<file path="config.mk">
export PLATFORM = sky130hd
export DESIGN_NAME = periodic_priority_dispatcher_top
export DESIGN_NICKNAME = d
export VERILOG_FILES = /design/src/pdd_pkg.sv /design/src/pdd_front.sv /design/src/pdd_back.sv /design/src/periodic_priority_dispatcher_top.sv
export SDC_FILE = /design/constraint.sdc
export NUM_CORES = 2
export LEC_CHECK = 0
export CORE_MARGIN = 3
export CORE_UTILIZATION = 40
export CTS_BUF_LIST = sky130_fd_sc_hd__clkbuf_2 sky130_fd_sc_hd__clkbuf_4 sky130_fd_sc_hd__clkbuf_8
export DETAILED_ROUTE_END_ITERATION = 10
export DONT_BUFFER_PORTS = 1
export MAX_ROUTING_LAYER = met4
export PLACE_DENSITY = 0.6
export SLEW_MARGIN = 10
export SYNTH_ARGS = -nofsm -noshare
export SYNTH_HDL_FRONTEND = slang
export SYNTH_SLANG_ARGS = --single-unit
</file>
<file path="constraint.sdc">
create_clock -name clk_i -period 13.34 [get_ports clk_i]
set_input_delay 2.668 -clock clk_i [delete_from_list [all_inputs] [get_ports clk_i]]
set_output_delay 2.668 -clock clk_i [all_outputs]
set_load 0.1 [all_outputs]
</file>
<file path="src/pdd_pkg.sv">
`timescale 1ns / 1ps
package pdd_pkg;

  localparam int unsigned ENTRIES = 16;
  localparam int unsigned TIMERS  = 3;
  localparam int unsigned IDX_W   = $clog2(ENTRIES);
  localparam int unsigned LEN_W   = $clog2(ENTRIES + 1);
  localparam int unsigned TMR_W   = $clog2(TIMERS + 1);
  localparam int unsigned PER_W   = 16;
  localparam int unsigned CFG_W   = 2;

  // Operation codes
  localparam logic [2:0] OP_ADD    = 3'd0;
  localparam logic [2:0] OP_REMOVE = 3'd1;
  localparam logic [2:0] OP_ARM    = 3'd2;
  localparam logic [2:0] OP_DISARM = 3'd3;
  localparam logic [2:0] OP_TICK   = 3'd4;

  // Register indexes
  localparam logic [CFG_W-1:0] CFG_FAST = 2'd0;
  localparam logic [CFG_W-1:0] CFG_MID  = 2'd1;
  localparam logic [CFG_W-1:0] CFG_SLOW = 2'd2;

  // Result kinds
  localparam logic KIND_ADD      = 1'b0;
  localparam logic KIND_DISPATCH = 1'b1;

  typedef struct packed {
    logic [2:0]  operation;
    logic [1:0]  timer_sel;
    logic [15:0] callback_id;
    logic [15:0] context_tag;
    logic [7:0]  priority_req;
    logic        single_fire;
    logic [3:0]  handle;
  } in_item_t;

  typedef struct packed {
    logic        result_kind;
    logic        accepted;
    logic [3:0]  entry_handle;
    logic [1:0]  fired_timer;
    logic [15:0] context_value;
    logic        is_last;
  } out_item_t;

  // Head of the command queue as seen by the back end
  typedef struct packed {
    logic     valid;
    in_item_t item;
  } head_t;

endpackage

</file>
<file path="src/pdd_front.sv">
`timescale 1ns / 1ps
// Two-deep command queue between the port and the execution engine
module pdd_front (
  input  logic               clk_i,
  input  logic               rst_ni,
  input  logic               start_i,
  input  pdd_pkg::in_item_t  in_i,
  output logic               busy_o,
  output pdd_pkg::head_t     head_o,
  input  logic               pop_i
);

  pdd_pkg::in_item_t mem_q [2];
  logic              wr_q, wr_d, rd_q, rd_d;
  logic [1:0]        cnt_q, cnt_d;
  logic              push;

  assign busy_o = (cnt_q == 2'd2);
  assign push   = start_i && !busy_o;

  assign head_o.valid = (cnt_q != 2'd0);
  assign head_o.item  = mem_q[rd_q];

  // pointer and fill bookkeeping
  always_comb begin
    wr_d  = push ? ~wr_q : wr_q;
    rd_d  = pop_i ? ~rd_q : rd_q;
    cnt_d = cnt_q + {1'b0, push} - {1'b0, pop_i};
  end

  always_ff @(posedge clk_i or negedge rst_ni) begin
    if (!rst_ni) begin
      wr_q  <= 1'b0;
      rd_q  <= 1'b0;
      cnt_q <= 2'd0;
    end else begin
      wr_q  <= wr_d;
      rd_q  <= rd_d;
      cnt_q <= cnt_d;
    end
  end

  // payload beats
  always_ff @(posedge clk_i) begin
    if (push) begin
      mem_q[wr_q] <= in_i;
    end
  end

endmodule

</file>
<file path="src/pdd_back.sv">
`timescale 1ns / 1ps
// Execution engine: entry pool, priority list walks and timers
module pdd_back (
  input  logic                          clk_i,
  input  logic                          rst_ni,
  input  pdd_pkg::head_t                head_i,
  output logic                          pop_o,
  input  logic                          cfg_we_i,
  input  logic [pdd_pkg::CFG_W-1:0]     cfg_idx_i,
  input  logic [pdd_pkg::PER_W-1:0]     cfg_data_i,
  output logic                          res_valid_o,
  output pdd_pkg::out_item_t            res_o
);

  localparam logic [2:0] S_IDLE  = 3'd0;
  localparam logic [2:0] S_ADD   = 3'd1;
  localparam logic [2:0] S_REM   = 3'd2;
  localparam logic [2:0] S_SEL   = 3'd3;
  localparam logic [2:0] S_WALK  = 3'd4;
  localparam logic [2:0] S_END   = 3'd5;

  localparam int unsigned E  = pdd_pkg::ENTRIES;
  localparam int unsigned T  = pdd_pkg::TIMERS;
  localparam int unsigned IW = pdd_pkg::IDX_W;
  localparam int unsigned LW = pdd_pkg::LEN_W;
  localparam int unsigned TW = pdd_pkg::TMR_W;
  localparam int unsigned PW = pdd_pkg::PER_W;

  logic [2:0]  state_q, state_d;
  logic [LW-1:0] idx_q, idx_d, len_q, len_d;
  logic [TW-1:0] tmr_q, tmr_d;
  logic [T-1:0]  fire_q, fire_d;
  pdd_pkg::in_item_t cmd_q, cmd_d;

  logic [E-1:0] valid_q, valid_d, armed_q, armed_d;
  logic [IW-1:0] order_q [E];
  logic [IW-1:0] order_d [E];
  logic [1:0]  tim_q  [E];
  logic [1:0]  tim_d  [E];
  logic [7:0]  prio_q [E];
  logic [7:0]  prio_d [E];
  logic [15:0] cb_q   [E];
  logic [15:0] cb_d   [E];
  logic [15:0] ctx_q  [E];
  logic [15:0] ctx_d  [E];
  logic [E-1:0] once_q, once_d;

  logic [PW-1:0] tick_q [T];
  logic [PW-1:0] tick_d [T];
  logic [LW-1:0] atot_q [T];
  logic [LW-1:0] atot_d [T];
  logic [PW-1:0] per_q  [T];

  logic               res_v_q, res_v_d, pend_v_q, pend_v_d;
  pdd_pkg::out_item_t res_q, res_d, pend_q, pend_d;

  logic [IW-1:0] slot, cur;
  logic          slot_ok;
  logic [PW:0]   cnt_nx;
  logic [PW-1:0] per_eff;
  logic [1:0]    ttim;
  logic [IW-1:0] pos;

  assign res_valid_o = res_v_q;
  assign res_o       = res_q;

  // lowest free handle
  always_comb begin
    slot    = '0;
    slot_ok = 1'b0;
    for (int i = E - 1; i >= 0; i--) begin
      if (!valid_q[i]) begin
        slot    = IW'(i);
        slot_ok = 1'b1;
      end
    end
  end

  assign cur = order_q[idx_q[IW-1:0]];
  assign pos = idx_q[IW-1:0];

  always_comb begin
    state_d  = state_q;
    idx_d    = idx_q;
    len_d    = len_q;
    tmr_d    = tmr_q;
    fire_d   = fire_q;
    cmd_d    = cmd_q;
    valid_d  = valid_q;
    armed_d  = armed_q;
    once_d   = once_q;
    order_d  = order_q;
    tim_d    = tim_q;
    prio_d   = prio_q;
    cb_d     = cb_q;
    ctx_d    = ctx_q;
    tick_d   = tick_q;
    atot_d   = atot_q;
    res_v_d  = 1'b0;
    res_d    = res_q;
    pend_v_d = pend_v_q;
    pend_d   = pend_q;
    pop_o    = 1'b0;
    cnt_nx   = '0;
    per_eff  = '0;
    ttim     = '0;

    case (state_q)
      S_IDLE: begin
        if (head_i.valid) begin
          pop_o = 1'b1;
          cmd_d = head_i.item;
          idx_d = '0;
          case (head_i.item.operation)
            pdd_pkg::OP_ADD: begin
              if (head_i.item.timer_sel < 2'(T) && slot_ok) begin
                state_d = S_ADD;
              end else begin
                res_v_d = 1'b1;
                res_d   = '{result_kind: pdd_pkg::KIND_ADD, accepted: 1'b0,
                            entry_handle: '0, fired_timer: '0,
                            context_value: '0, is_last: 1'b1};
              end
            end
            pdd_pkg::OP_REMOVE: begin
              if (head_i.item.timer_sel < 2'(T)) state_d = S_REM;
            end
            pdd_pkg::OP_ARM: begin
              if (valid_q[head_i.item.handle[IW-1:0]] &&
                  !armed_q[head_i.item.handle[IW-1:0]] &&
                  tim_q[head_i.item.handle[IW-1:0]] < 2'(T)) begin
                ttim = tim_q[head_i.item.handle[IW-1:0]];
                armed_d[head_i.item.handle[IW-1:0]] = 1'b1;
                atot_d[ttim] = atot_q[ttim] + 1'b1;
              end
            end
            pdd_pkg::OP_DISARM: begin
              if (valid_q[head_i.item.handle[IW-1:0]] &&
                  armed_q[head_i.item.handle[IW-1:0]]) begin
                ttim = tim_q[head_i.item.handle[IW-1:0]];
                armed_d[head_i.item.handle[IW-1:0]] = 1'b0;
                if (atot_q[ttim] != '0) atot_d[ttim] = atot_q[ttim] - 1'b1;
                if (atot_q[ttim] <= LW'(1)) tick_d[ttim] = '0;
              end
            end
            pdd_pkg::OP_TICK: begin
              // advance every timer, note which ones fire
              for (int t = 0; t < T; t++) begin
                fire_d[t] = 1'b0;
                per_eff   = (per_q[t] == '0) ? PW'(1) : per_q[t];
                cnt_nx    = {1'b0, tick_q[t]} + 1'b1;
                if (atot_q[t] == '0) begin
                  tick_d[t] = '0;
                end else if (cnt_nx >= {1'b0, per_eff}) begin
                  tick_d[t] = '0;
                  fire_d[t] = 1'b1;
                end else begin
                  tick_d[t] = cnt_nx[PW-1:0];
                end
              end
              tmr_d   = '0;
              state_d = S_SEL;
            end
            default: ;
          endcase
        end
      end

      // find insert place: after all entries of equal or higher priority
      S_ADD: begin
        if (idx_q == len_q || prio_q[cur] < cmd_q.priority_req) begin
          for (int j = 1; j < E; j++) begin
            if (IW'(j) > pos) order_d[j] = order_q[j-1];
          end
          order_d[pos]  = slot;
          valid_d[slot] = 1'b1;
          armed_d[slot] = 1'b0;
          once_d[slot]  = cmd_q.single_fire;
          tim_d[slot]   = cmd_q.timer_sel;
          prio_d[slot]  = cmd_q.priority_req;
          cb_d[slot]    = cmd_q.callback_id;
          ctx_d[slot]   = cmd_q.context_tag;
          len_d         = len_q + 1'b1;
          res_v_d       = 1'b1;
          res_d = '{result_kind: pdd_pkg::KIND_ADD, accepted: 1'b1,
                    entry_handle: 4'(slot), fired_timer: '0,
                    context_value: '0, is_last: 1'b1};
          state_d = S_IDLE;
        end else begin
          idx_d = idx_q + 1'b1;
        end
      end

      // first list entry with matching timer and callback goes away
      S_REM: begin
        if (idx_q == len_q) begin
          state_d = S_IDLE;
        end else if (tim_q[cur] == cmd_q.timer_sel &&
                     cb_q[cur] == cmd_q.callback_id) begin
          ttim = tim_q[cur];
          if (armed_q[cur]) begin
            armed_d[cur] = 1'b0;
            if (atot_q[ttim] != '0) atot_d[ttim] = atot_q[ttim] - 1'b1;
            if (atot_q[ttim] <= LW'(1)) tick_d[ttim] = '0;
          end
          valid_d[cur] = 1'b0;
          for (int j = 0; j < E - 1; j++) begin
            if (IW'(j) >= pos) order_d[j] = order_q[j+1];
          end
          len_d   = len_q - 1'b1;
          state_d = S_IDLE;
        end else begin
          idx_d = idx_q + 1'b1;
        end
      end

      // next firing timer in timer order
      S_SEL: begin
        idx_d = '0;
        if (tmr_q == TW'(T)) begin
          state_d = S_END;
        end else if (fire_q[tmr_q[1:0]]) begin
          state_d = S_WALK;
        end else begin
          tmr_d = tmr_q + 1'b1;
        end
      end

      // dispatch armed entries of this timer, disarm the one-shot ones
      S_WALK: begin
        if (idx_q == len_q) begin
          tmr_d   = tmr_q + 1'b1;
          state_d = S_SEL;
        end else begin
          idx_d = idx_q + 1'b1;
          ttim  = tmr_q[1:0];
          if (armed_q[cur] && tim_q[cur] == ttim) begin
            if (pend_v_q) begin
              res_v_d = 1'b1;
              res_d   = pend_q;
            end
            pend_v_d = 1'b1;
            pend_d = '{result_kind: pdd_pkg::KIND_DISPATCH, accepted: 1'b0,
                       entry_handle: 4'(cur), fired_timer: ttim,
                       context_value: ctx_q[cur], is_last: 1'b0};
            if (once_q[cur]) begin
              armed_d[cur] = 1'b0;
              if (atot_q[ttim] != '0) atot_d[ttim] = atot_q[ttim] - 1'b1;
              if (atot_q[ttim] <= LW'(1)) tick_d[ttim] = '0;
            end
          end
        end
      end

      // flush the held dispatch as the last beat of this tick
      S_END: begin
        if (pend_v_q) begin
          res_v_d        = 1'b1;
          res_d          = pend_q;
          res_d.is_last  = 1'b1;
          pend_v_d       = 1'b0;
        end
        state_d = S_IDLE;
      end

      default: state_d = S_IDLE;
    endcase
  end

  // control state
  always_ff @(posedge clk_i or negedge rst_ni) begin
    if (!rst_ni) begin
      state_q  <= S_IDLE;
      idx_q    <= '0;
      len_q    <= '0;
      tmr_q    <= '0;
      fire_q   <= '0;
      valid_q  <= '0;
      armed_q  <= '0;
      res_v_q  <= 1'b0;
      pend_v_q <= 1'b0;
      for (int t = 0; t < T; t++) begin
        tick_q[t] <= '0;
        atot_q[t] <= '0;
      end
      per_q[0] <= PW'(10);
      if (T > 1) per_q[1] <= PW'(100);
      if (T > 2) per_q[2] <= PW'(200);
    end else begin
      state_q  <= state_d;
      idx_q    <= idx_d;
      len_q    <= len_d;
      tmr_q    <= tmr_d;
      fire_q   <= fire_d;
      valid_q  <= valid_d;
      armed_q  <= armed_d;
      res_v_q  <= res_v_d;
      pend_v_q <= pend_v_d;
      tick_q   <= tick_d;
      atot_q   <= atot_d;
      // period registers
      if (cfg_we_i) begin
        case (cfg_idx_i)
          pdd_pkg::CFG_FAST: per_q[0] <= cfg_data_i;
          pdd_pkg::CFG_MID:  if (T > 1) per_q[1] <= cfg_data_i;
          pdd_pkg::CFG_SLOW: if (T > 2) per_q[2] <= cfg_data_i;
          default: ;
        endcase
      end
    end
  end

  // payload state
  always_ff @(posedge clk_i) begin
    cmd_q   <= cmd_d;
    order_q <= order_d;
    tim_q   <= tim_d;
    prio_q  <= prio_d;
    cb_q    <= cb_d;
    ctx_q   <= ctx_d;
    once_q  <= once_d;
    res_q   <= res_d;
    pend_q  <= pend_d;
  end

endmodule

</file>
<file path="src/periodic_priority_dispatcher_top.sv">
`timescale 1ns / 1ps
// Timer entry pool with priority-ordered dispatch. Commands enter a two-deep
// queue while busy is low; the engine behind it runs one command at a time.
// Arm and disarm finish as the command is taken, add and remove walk the priority
// list, and a tick walks the list once per firing timer. Results appear as
// single-cycle beats on res_valid_o and cannot be held off: the receiver must take
// every beat. is_last marks the final beat of each command; commands that give no
// result emit nothing.
module periodic_priority_dispatcher_top (
  input  logic                      clk_i,
  input  logic                      rst_ni,
  input  logic                      start,
  output logic                      busy,
  input  pdd_pkg::in_item_t         in_i,
  input  logic                      cfg_we_i,
  input  logic [pdd_pkg::CFG_W-1:0] cfg_idx_i,
  input  logic [pdd_pkg::PER_W-1:0] cfg_data_i,
  output logic                      res_valid_o,
  output pdd_pkg::out_item_t        res_o
);

  pdd_pkg::head_t head;
  logic           pop;

  pdd_front u_front (
    .clk_i   (clk_i),
    .rst_ni  (rst_ni),
    .start_i (start),
    .in_i    (in_i),
    .busy_o  (busy),
    .head_o  (head),
    .pop_i   (pop)
  );

  pdd_back u_back (
    .clk_i       (clk_i),
    .rst_ni      (rst_ni),
    .head_i      (head),
    .pop_o       (pop),
    .cfg_we_i    (cfg_we_i),
    .cfg_idx_i   (cfg_idx_i),
    .cfg_data_i  (cfg_data_i),
    .res_valid_o (res_valid_o),
    .res_o       (res_o)
  );

endmodule
</file>
==> Word level (Yosys, flattened, before mapping) <==
Memories as Yosys holds them, arrays and structs flattened.
Cells that the tools add are included.
{ "classes": {"reduce_logical": 69, "n_mux": 278, "bitwise_logic": 25, "add_sub_neg": 13, "n_eq_ne": 65, "order_cmp": 58} }
{ "ops": {"columns": ["op", "n"], "rows": [
  ["2-to-1 mux 48 bit", 11],
  ["bitwise mux 256 bit", 2],
  ["2-to-1 mux 16 bit", 30],
  ["2-to-1 mux 4 bit", 79],
  ["2-to-1 mux 25 bit", 8],
  ["2-to-1 mux 15 bit", 12],
  ["AND 48 bit", 3],
  ["NOT 48 bit", 3],
  ["one-hot mux 48 bit (3 select lines)", 1],
  ["binary-select mux 16 bit (select 4 bit)", 2],
  ["bitwise mux 128 bit", 1],
  ["2-to-1 mux 60 bit", 2],
  ["one-hot mux 60 bit (2 select lines)", 1],
  ["one-hot mux 25 bit (4 select lines)", 1],
  ["demux 16 bit (select 2 bit)", 3],
  ["one-hot mux 48 bit (2 select lines)", 1],
  ["2-to-1 mux 5 bit", 17],
  ["AND reduction 5 bit", 15],
  ["AND 16 bit", 4],
  ["bitwise mux 64 bit", 1],
  ["demux 16 bit (select 4 bit)", 1],
  ["2-to-1 mux 64 bit", 1],
  ["one-hot mux 16 bit (2 select lines)", 2],
  ["one-hot mux 16 bit (4 select lines)", 1],
  ["other kinds (91)", 306]
]} }
{ "word_totals": {"wordCells": 625, "output_inout_bits": 27, "regBits": 1009, "n_memories": 1, "mem_bits_rw": 100} }
{ "memory_table": {"columns": ["name", "depth", "word_bits", "read_ports", "rd_ports_with_merged_regs", "write_ports", "line", "source"], "rows": [
  ["u_front.mem_q", 2, 50, 1, 0, 1, "pdd_front.sv:13", "pdd_pkg::in_item_t mem_q [2];"]
]} }

==> Longest topological paths before layout <==
{ "depth": {"depth_word": 24, "ltp_mapped": 28, "depth_no_buf": 19} }

==> Cells and area by module <==
Synthesis repeated with hierarchy kept, for this count alone.
{ "hier_totals": {"cells_unflattened": 4045, "area_unflattened_um2": 50274.5} }
{ "by_module_without_submodules": {"columns": ["module", "cells_per_inst", "area_per_inst_um2", "n_inst"], "rows": [
  ["pdd_back", 3872, 46219.3, 1],
  ["pdd_front", 173, 4055.1, 1]
]} }

==> Least setup slack after synthesis <==
OpenSTA, ideal clock, no wires.
{ "synth_path": {"path_kind": "register to register", "from": "reg u_back.idx_q[0]", "to": "reg u_back.cb_q[224] (netlist bit) (enable)", "setup_slack_ns": 5.502, "setup_time_ns": 0.444, "stages_incl_launch_ff": 27, "path_buffers": 9, "arrival_ns": 7.395, "cell_sequence": "dfrtp_1 -> buf_6 -> buf_12 -> mux2_2 -> o22ai_2 -> or4_4 -> inv_4 -> buf_6 -> buf_4 -> clkbuf_1 -> clkbuf_1 -> clkbuf_1 -> clkbuf_1 -> nand2_1 -> a311oi_1 -> a31oi_1 -> a21oi_1 -> ha_1 -> a21o_1 -> a21o_1 -> a21oi_1 -> o2111ai_1 -> and3_1 -> clkbuf_1 -> nor2_1 -> nand3_1 -> nor2_1"} }
{ "synth_between": {"elab_chain_len": 11, "word_cells_on_any_way": 12, "cone_classes": "order compare (1); eq/ne (1); mux (6); bitwise (2); reduce/logical (2)"} }
{ "synth_lines": {"columns": ["item", "line", "source"], "rows": [
  ["start: declaration", "pdd_back.sv:30", "logic [LW-1:0] idx_q, idx_d, len_q, len_d;"],
  ["start signal: assignment", "pdd_back.sv:291", "idx_q <= idx_d;"],
  ["NOT 4 -> 5 bit (not written as such)", "pdd_back.sv:79", "assign cur = order_q[idx_q[IW-1:0]];"],
  ["binary-select mux 4 bit (select 4 bit)", "pdd_back.sv:79", null],
  ["2-to-1 mux 4 bit (not written as such) (2 in series)", "pdd_back.sv:79", null],
  ["NOT 4 -> 5 bit (not written as such)", "pdd_back.sv:171", "if (idx_q == len_q || prio_q[cur] < cmd_q.priority_req) begin"],
  ["binary-select mux 8 bit (select 4 bit)", "pdd_back.sv:171", null],
  ["2-to-1 mux 8 bit (not written as such) (2 in series)", "pdd_back.sv:171", null],
  ["< comparator 8 bit", "pdd_back.sv:171", null],
  ["logical OR 1 bit (*)", "pdd_back.sv:171", null],
  ["AND reduction 2 bit (no source line) (*)", null, null],
  ["end signal: assignment", "pdd_back.sv:319", "cb_q <= cb_d;"],
  ["end: declaration", "pdd_back.sv:42", "logic [15:0] cb_q [E];"]
]} }
Mark *: on every way between the ends. The rest lies on a longest branch, timed or not. The select of a mux whose other input is x is not followed.
A chain may end at the register's enable or synchronous reset.

==> Final worst setup path <==
{ "layout_path": {"from": "reg u_back.idx_q[0]", "to": "reg u_back.ctx_q[102] (netlist bit) (enable)"} }
{ "layout_between": {"elab_chain_len": 11, "word_cells_on_any_way": 12, "cone_classes": "order compare (1); eq/ne (1); mux (6); bitwise (2); reduce/logical (2)"} }
{ "layout_lines": {"columns": ["item", "line", "source"], "rows": [
  ["NOT 4 -> 5 bit (not written as such)", "pdd_back.sv:79", null],
  ["binary-select mux 4 bit (select 4 bit)", "pdd_back.sv:79", null],
  ["2-to-1 mux 4 bit (not written as such) (2 in series)", "pdd_back.sv:79", null],
  ["NOT 4 -> 5 bit (not written as such)", "pdd_back.sv:171", null],
  ["binary-select mux 8 bit (select 4 bit)", "pdd_back.sv:171", null],
  ["2-to-1 mux 8 bit (not written as such) (2 in series)", "pdd_back.sv:171", null],
  ["< comparator 8 bit", "pdd_back.sv:171", null],
  ["logical OR 1 bit (*)", "pdd_back.sv:171", null],
  ["AND reduction 2 bit (no source line) (*)", null, null],
  ["end signal: assignment", "pdd_back.sv:320", "ctx_q <= ctx_d;"],
  ["end: declaration", "pdd_back.sv:44", "logic [15:0] ctx_q [E];"]
]} }
Marks and branches as above.

==> metrics.cfg <==
[clocking]
cts_sinks=1109
cts-resized-gates=0
cts_max_level=4
worst_skew_pair.late_latency_ns=0.90
clock-root-buffer=clkbuf_8
clockBufferDepth=3
path_clk_slew_ns=0.07
post-cts-setup-buffers=0
cts_hold_buf=0
cts_made_buffers=185
cts_tree=built

[routing]
drt-pass1-iter-count=5
vias_per_cell=5.855
postRouteAntennaNets=0
routed_wirelength_um=145200
drc=0
vias=34536
drtIter0Drc=3583
routedWlPerCell_um=24.62

[sta]
maxSlewViolCount=0
fin_tns_setup_ns=0
setup_viol=0
worst_pin_slew_ns=1.306
min_period_ns=9.478
timing.fmax_mhz=105.5
relSlewSlack=0.1271
hold_slack_ns=0.4763
hold_viol_final=0
skew_ns=0.06456
fin_ws_ns=3.862
final.period_utilization=0.7105
rsz0062_at_grt=no

[floorplanning]
core_area_um2=126200
fp.dieW_um=363.5
initial_core_util=0.4049
die_area_um2=132100
rows=130
fp.dieH_um=363.5
ioPinCount=99

[setup_path]
cp.required_ns=13.83
end_kind=flip-flop
crit_fanout=78
crit_start=u_back.idx_q[0]
timing.rr.start=u_back.idx_q[0]
path_class=reg -> reg
cp.arrival_ns=9.97
start_kind=flip-flop

[flow_run]
drv_cap=0

[synth]
async_flop_share=0.1506
synth-edff-count=942
dominantRegCellSynth=edfxtp_1
syn-num-nets=4247
ys_seq_elements=1109
syn_avg_cell_area_um2=12.48
synth_area_um2=51110
synthDistinctLibCells=102
synthCells=4094
seq_area_frac_synth=0.6354
yosysWarnings=0

[layout]
fin_cells=5899
syn_to_final_growth_pct=10.71
fillers=11511
fin_nets=4249
drive_gt1_frac=0.1342

[place]
gp_congestion=0.9185
dpl_worst_slack_ns=3.964
placed_cells=5559
dp_hpwl_um=88890
port_buffers=0

[run_status]
status=completed

[min_path]
hp-start=u_back.fire_q[2]
hp-class=reg -> reg

[global_routing]
first_global_vias=34058
gr-total-overflow=0
grt_first_pass_wirelength_um=219000
track_usage=0.2247
grt_max_degree=168
antenna_found_initial=7

cells by family after synthesis:
family | synth area share
XOR/XNOR | 0.01371
adder cells (fa/ha/maj) | 0.01998
AO/OA/AOI/OAI | 0.1219
multiplexers | 0.06037
flip-flops | 0.6354
buffers and inverters | 0.03464
AND/OR/NAND/NOR | 0.1140
registers in the layout, summed over array words and instances, names as in the netlist, 43 cells and up, named ones only:
signal / count
u_back.order_q: 64
u_back.per_q: 48
u_back.tick_q: 48
u_back.cmd_q: 43
u_front.mem_q: 100
u_back.prio_q: 128
u_back.ctx_q: 256
u_back.cb_q: 256
final timing paths:
path	slack [ns]	cells after the start	to
min in group asynchronous	1.51	0	u_back.tick_q[35]
worst min-delay path	0.48	2	u_back.fire_q[2]
max in group asynchronous	11.48	0	u_back.per_q[6]
worst min register to register	0.48	2	u_back.fire_q[2]
worst max-delay path	3.86	21	u_back.ctx_q[102]
worst max register to register	3.86	21	u_back.ctx_q[102]
layout by cell type, fill, tap and decap left out, types with 111 or more instances in the layout:
cell / count
o21ai_0: 115
nor2_1: 111
nand2_1: 690
nand3_1: 197
mux2i_1: 135
dfrtp_1: 157
clkbuf_8: 199
a21oi_1: 159
inv_1: 154
edfxtp_1: 942
worst max-delay path, cell delays in order, from the launching register on:
cell and delay [ns]:
dfrtp_1 0.46, buf_4 0.41, mux2_2 0.39, o22ai_2 0.94, or4_4 0.70, buf_4 0.49, buf_4 0.77, nand2_1 0.10
and3_1 0.19, a311oi_1 0.26, a31oi_1 0.08, a21oi_1 0.21, ha_1 0.25, nand3_1 0.08, and2_1 0.12, o21ai_0 0.24
and3_1 0.28, buf_4 0.24, nor2_1 0.70, nand3_1 0.61, nor2_4 0.87, buf_4 0.57
area by class of cell:
cell class                      count  area, um^2  area share
Tap cell                         1650        2064     0.03648
Antenna cell                        8       20.02   0.0003538
Timing Repair Buffer               60       475.5    0.008402
Sequential cell                  1109       32480      0.5740
Clock buffer                      270        3272     0.05782
Clock inverter                     62       550.5    0.009729
Multi-Input combinational cell   2579       17100      0.3022
Inverter                          161       619.3     0.01095
synthesized netlist by cell type (14+ instances only):
cell type,instances,area share
nand4_1,31,0.0038
mux2_1,16,0.0035
o221ai_1,15,0.0026
and2_1,31,0.0038
a31oi_1,46,0.0056
buf_4,14,0.0021
o31ai_1,46,0.0068
edfxtp_1,942,0.55
nand2b_1,15,0.0018
mux2_2,100,0.022
a21oi_1,159,0.016
nor4_1,14,0.0017
buf_2,32,0.0031
o211ai_1,44,0.0065
clkbuf_1,157,0.012
a41oi_1,18,0.0031
o2bb2ai_1,23,0.0039
o22ai_1,22,0.0027
o41ai_1,25,0.0043
or2_2,15,0.0018
a32oi_1,41,0.0070
nor3_1,31,0.0030
mux4_2,19,0.0084
xnor2_1,50,0.0086
a311oi_1,73,0.013
a22oi_1,20,0.0029
nand2_1,690,0.051
a32o_1,14,0.0027
and3_1,72,0.0088
nand3_1,197,0.019
inv_1,154,0.011
a21boi_0,20,0.0029
a2bb2oi_1,14,0.0024
a21o_1,24,0.0035
xor2_1,30,0.0051
nor2_1,129,0.0095
ha_1,80,0.020
o21a_1,25,0.0037
dfrtp_1,159,0.078
buf_1,26,0.0019
o21ai_0,117,0.011
mux2i_1,135,0.026
a211oi_1,23,0.0034
metrics by stage:
step	instance area, um^2	utilization
3_3_place_gp	52740	0.4179
6_report	56590	0.4483
4_1_cts	56570	0.4481
3_5_place_dp	52740	0.4179
2_1_floorplan	51110	-
5_1_grt	56590	0.4483
metal layers:
layer	track usage	wire [um]	vias up
li1	-	-	15583
met1	0.3038	63340	17269
met2	0.3445	67160	1427
met3	0.04131	10840	257
met4	0.07110	3896	0
met5	-	0	-
Power is not shown: default switching activity piles up to over one toggle a cycle in this logic, so the estimate is an artifact.
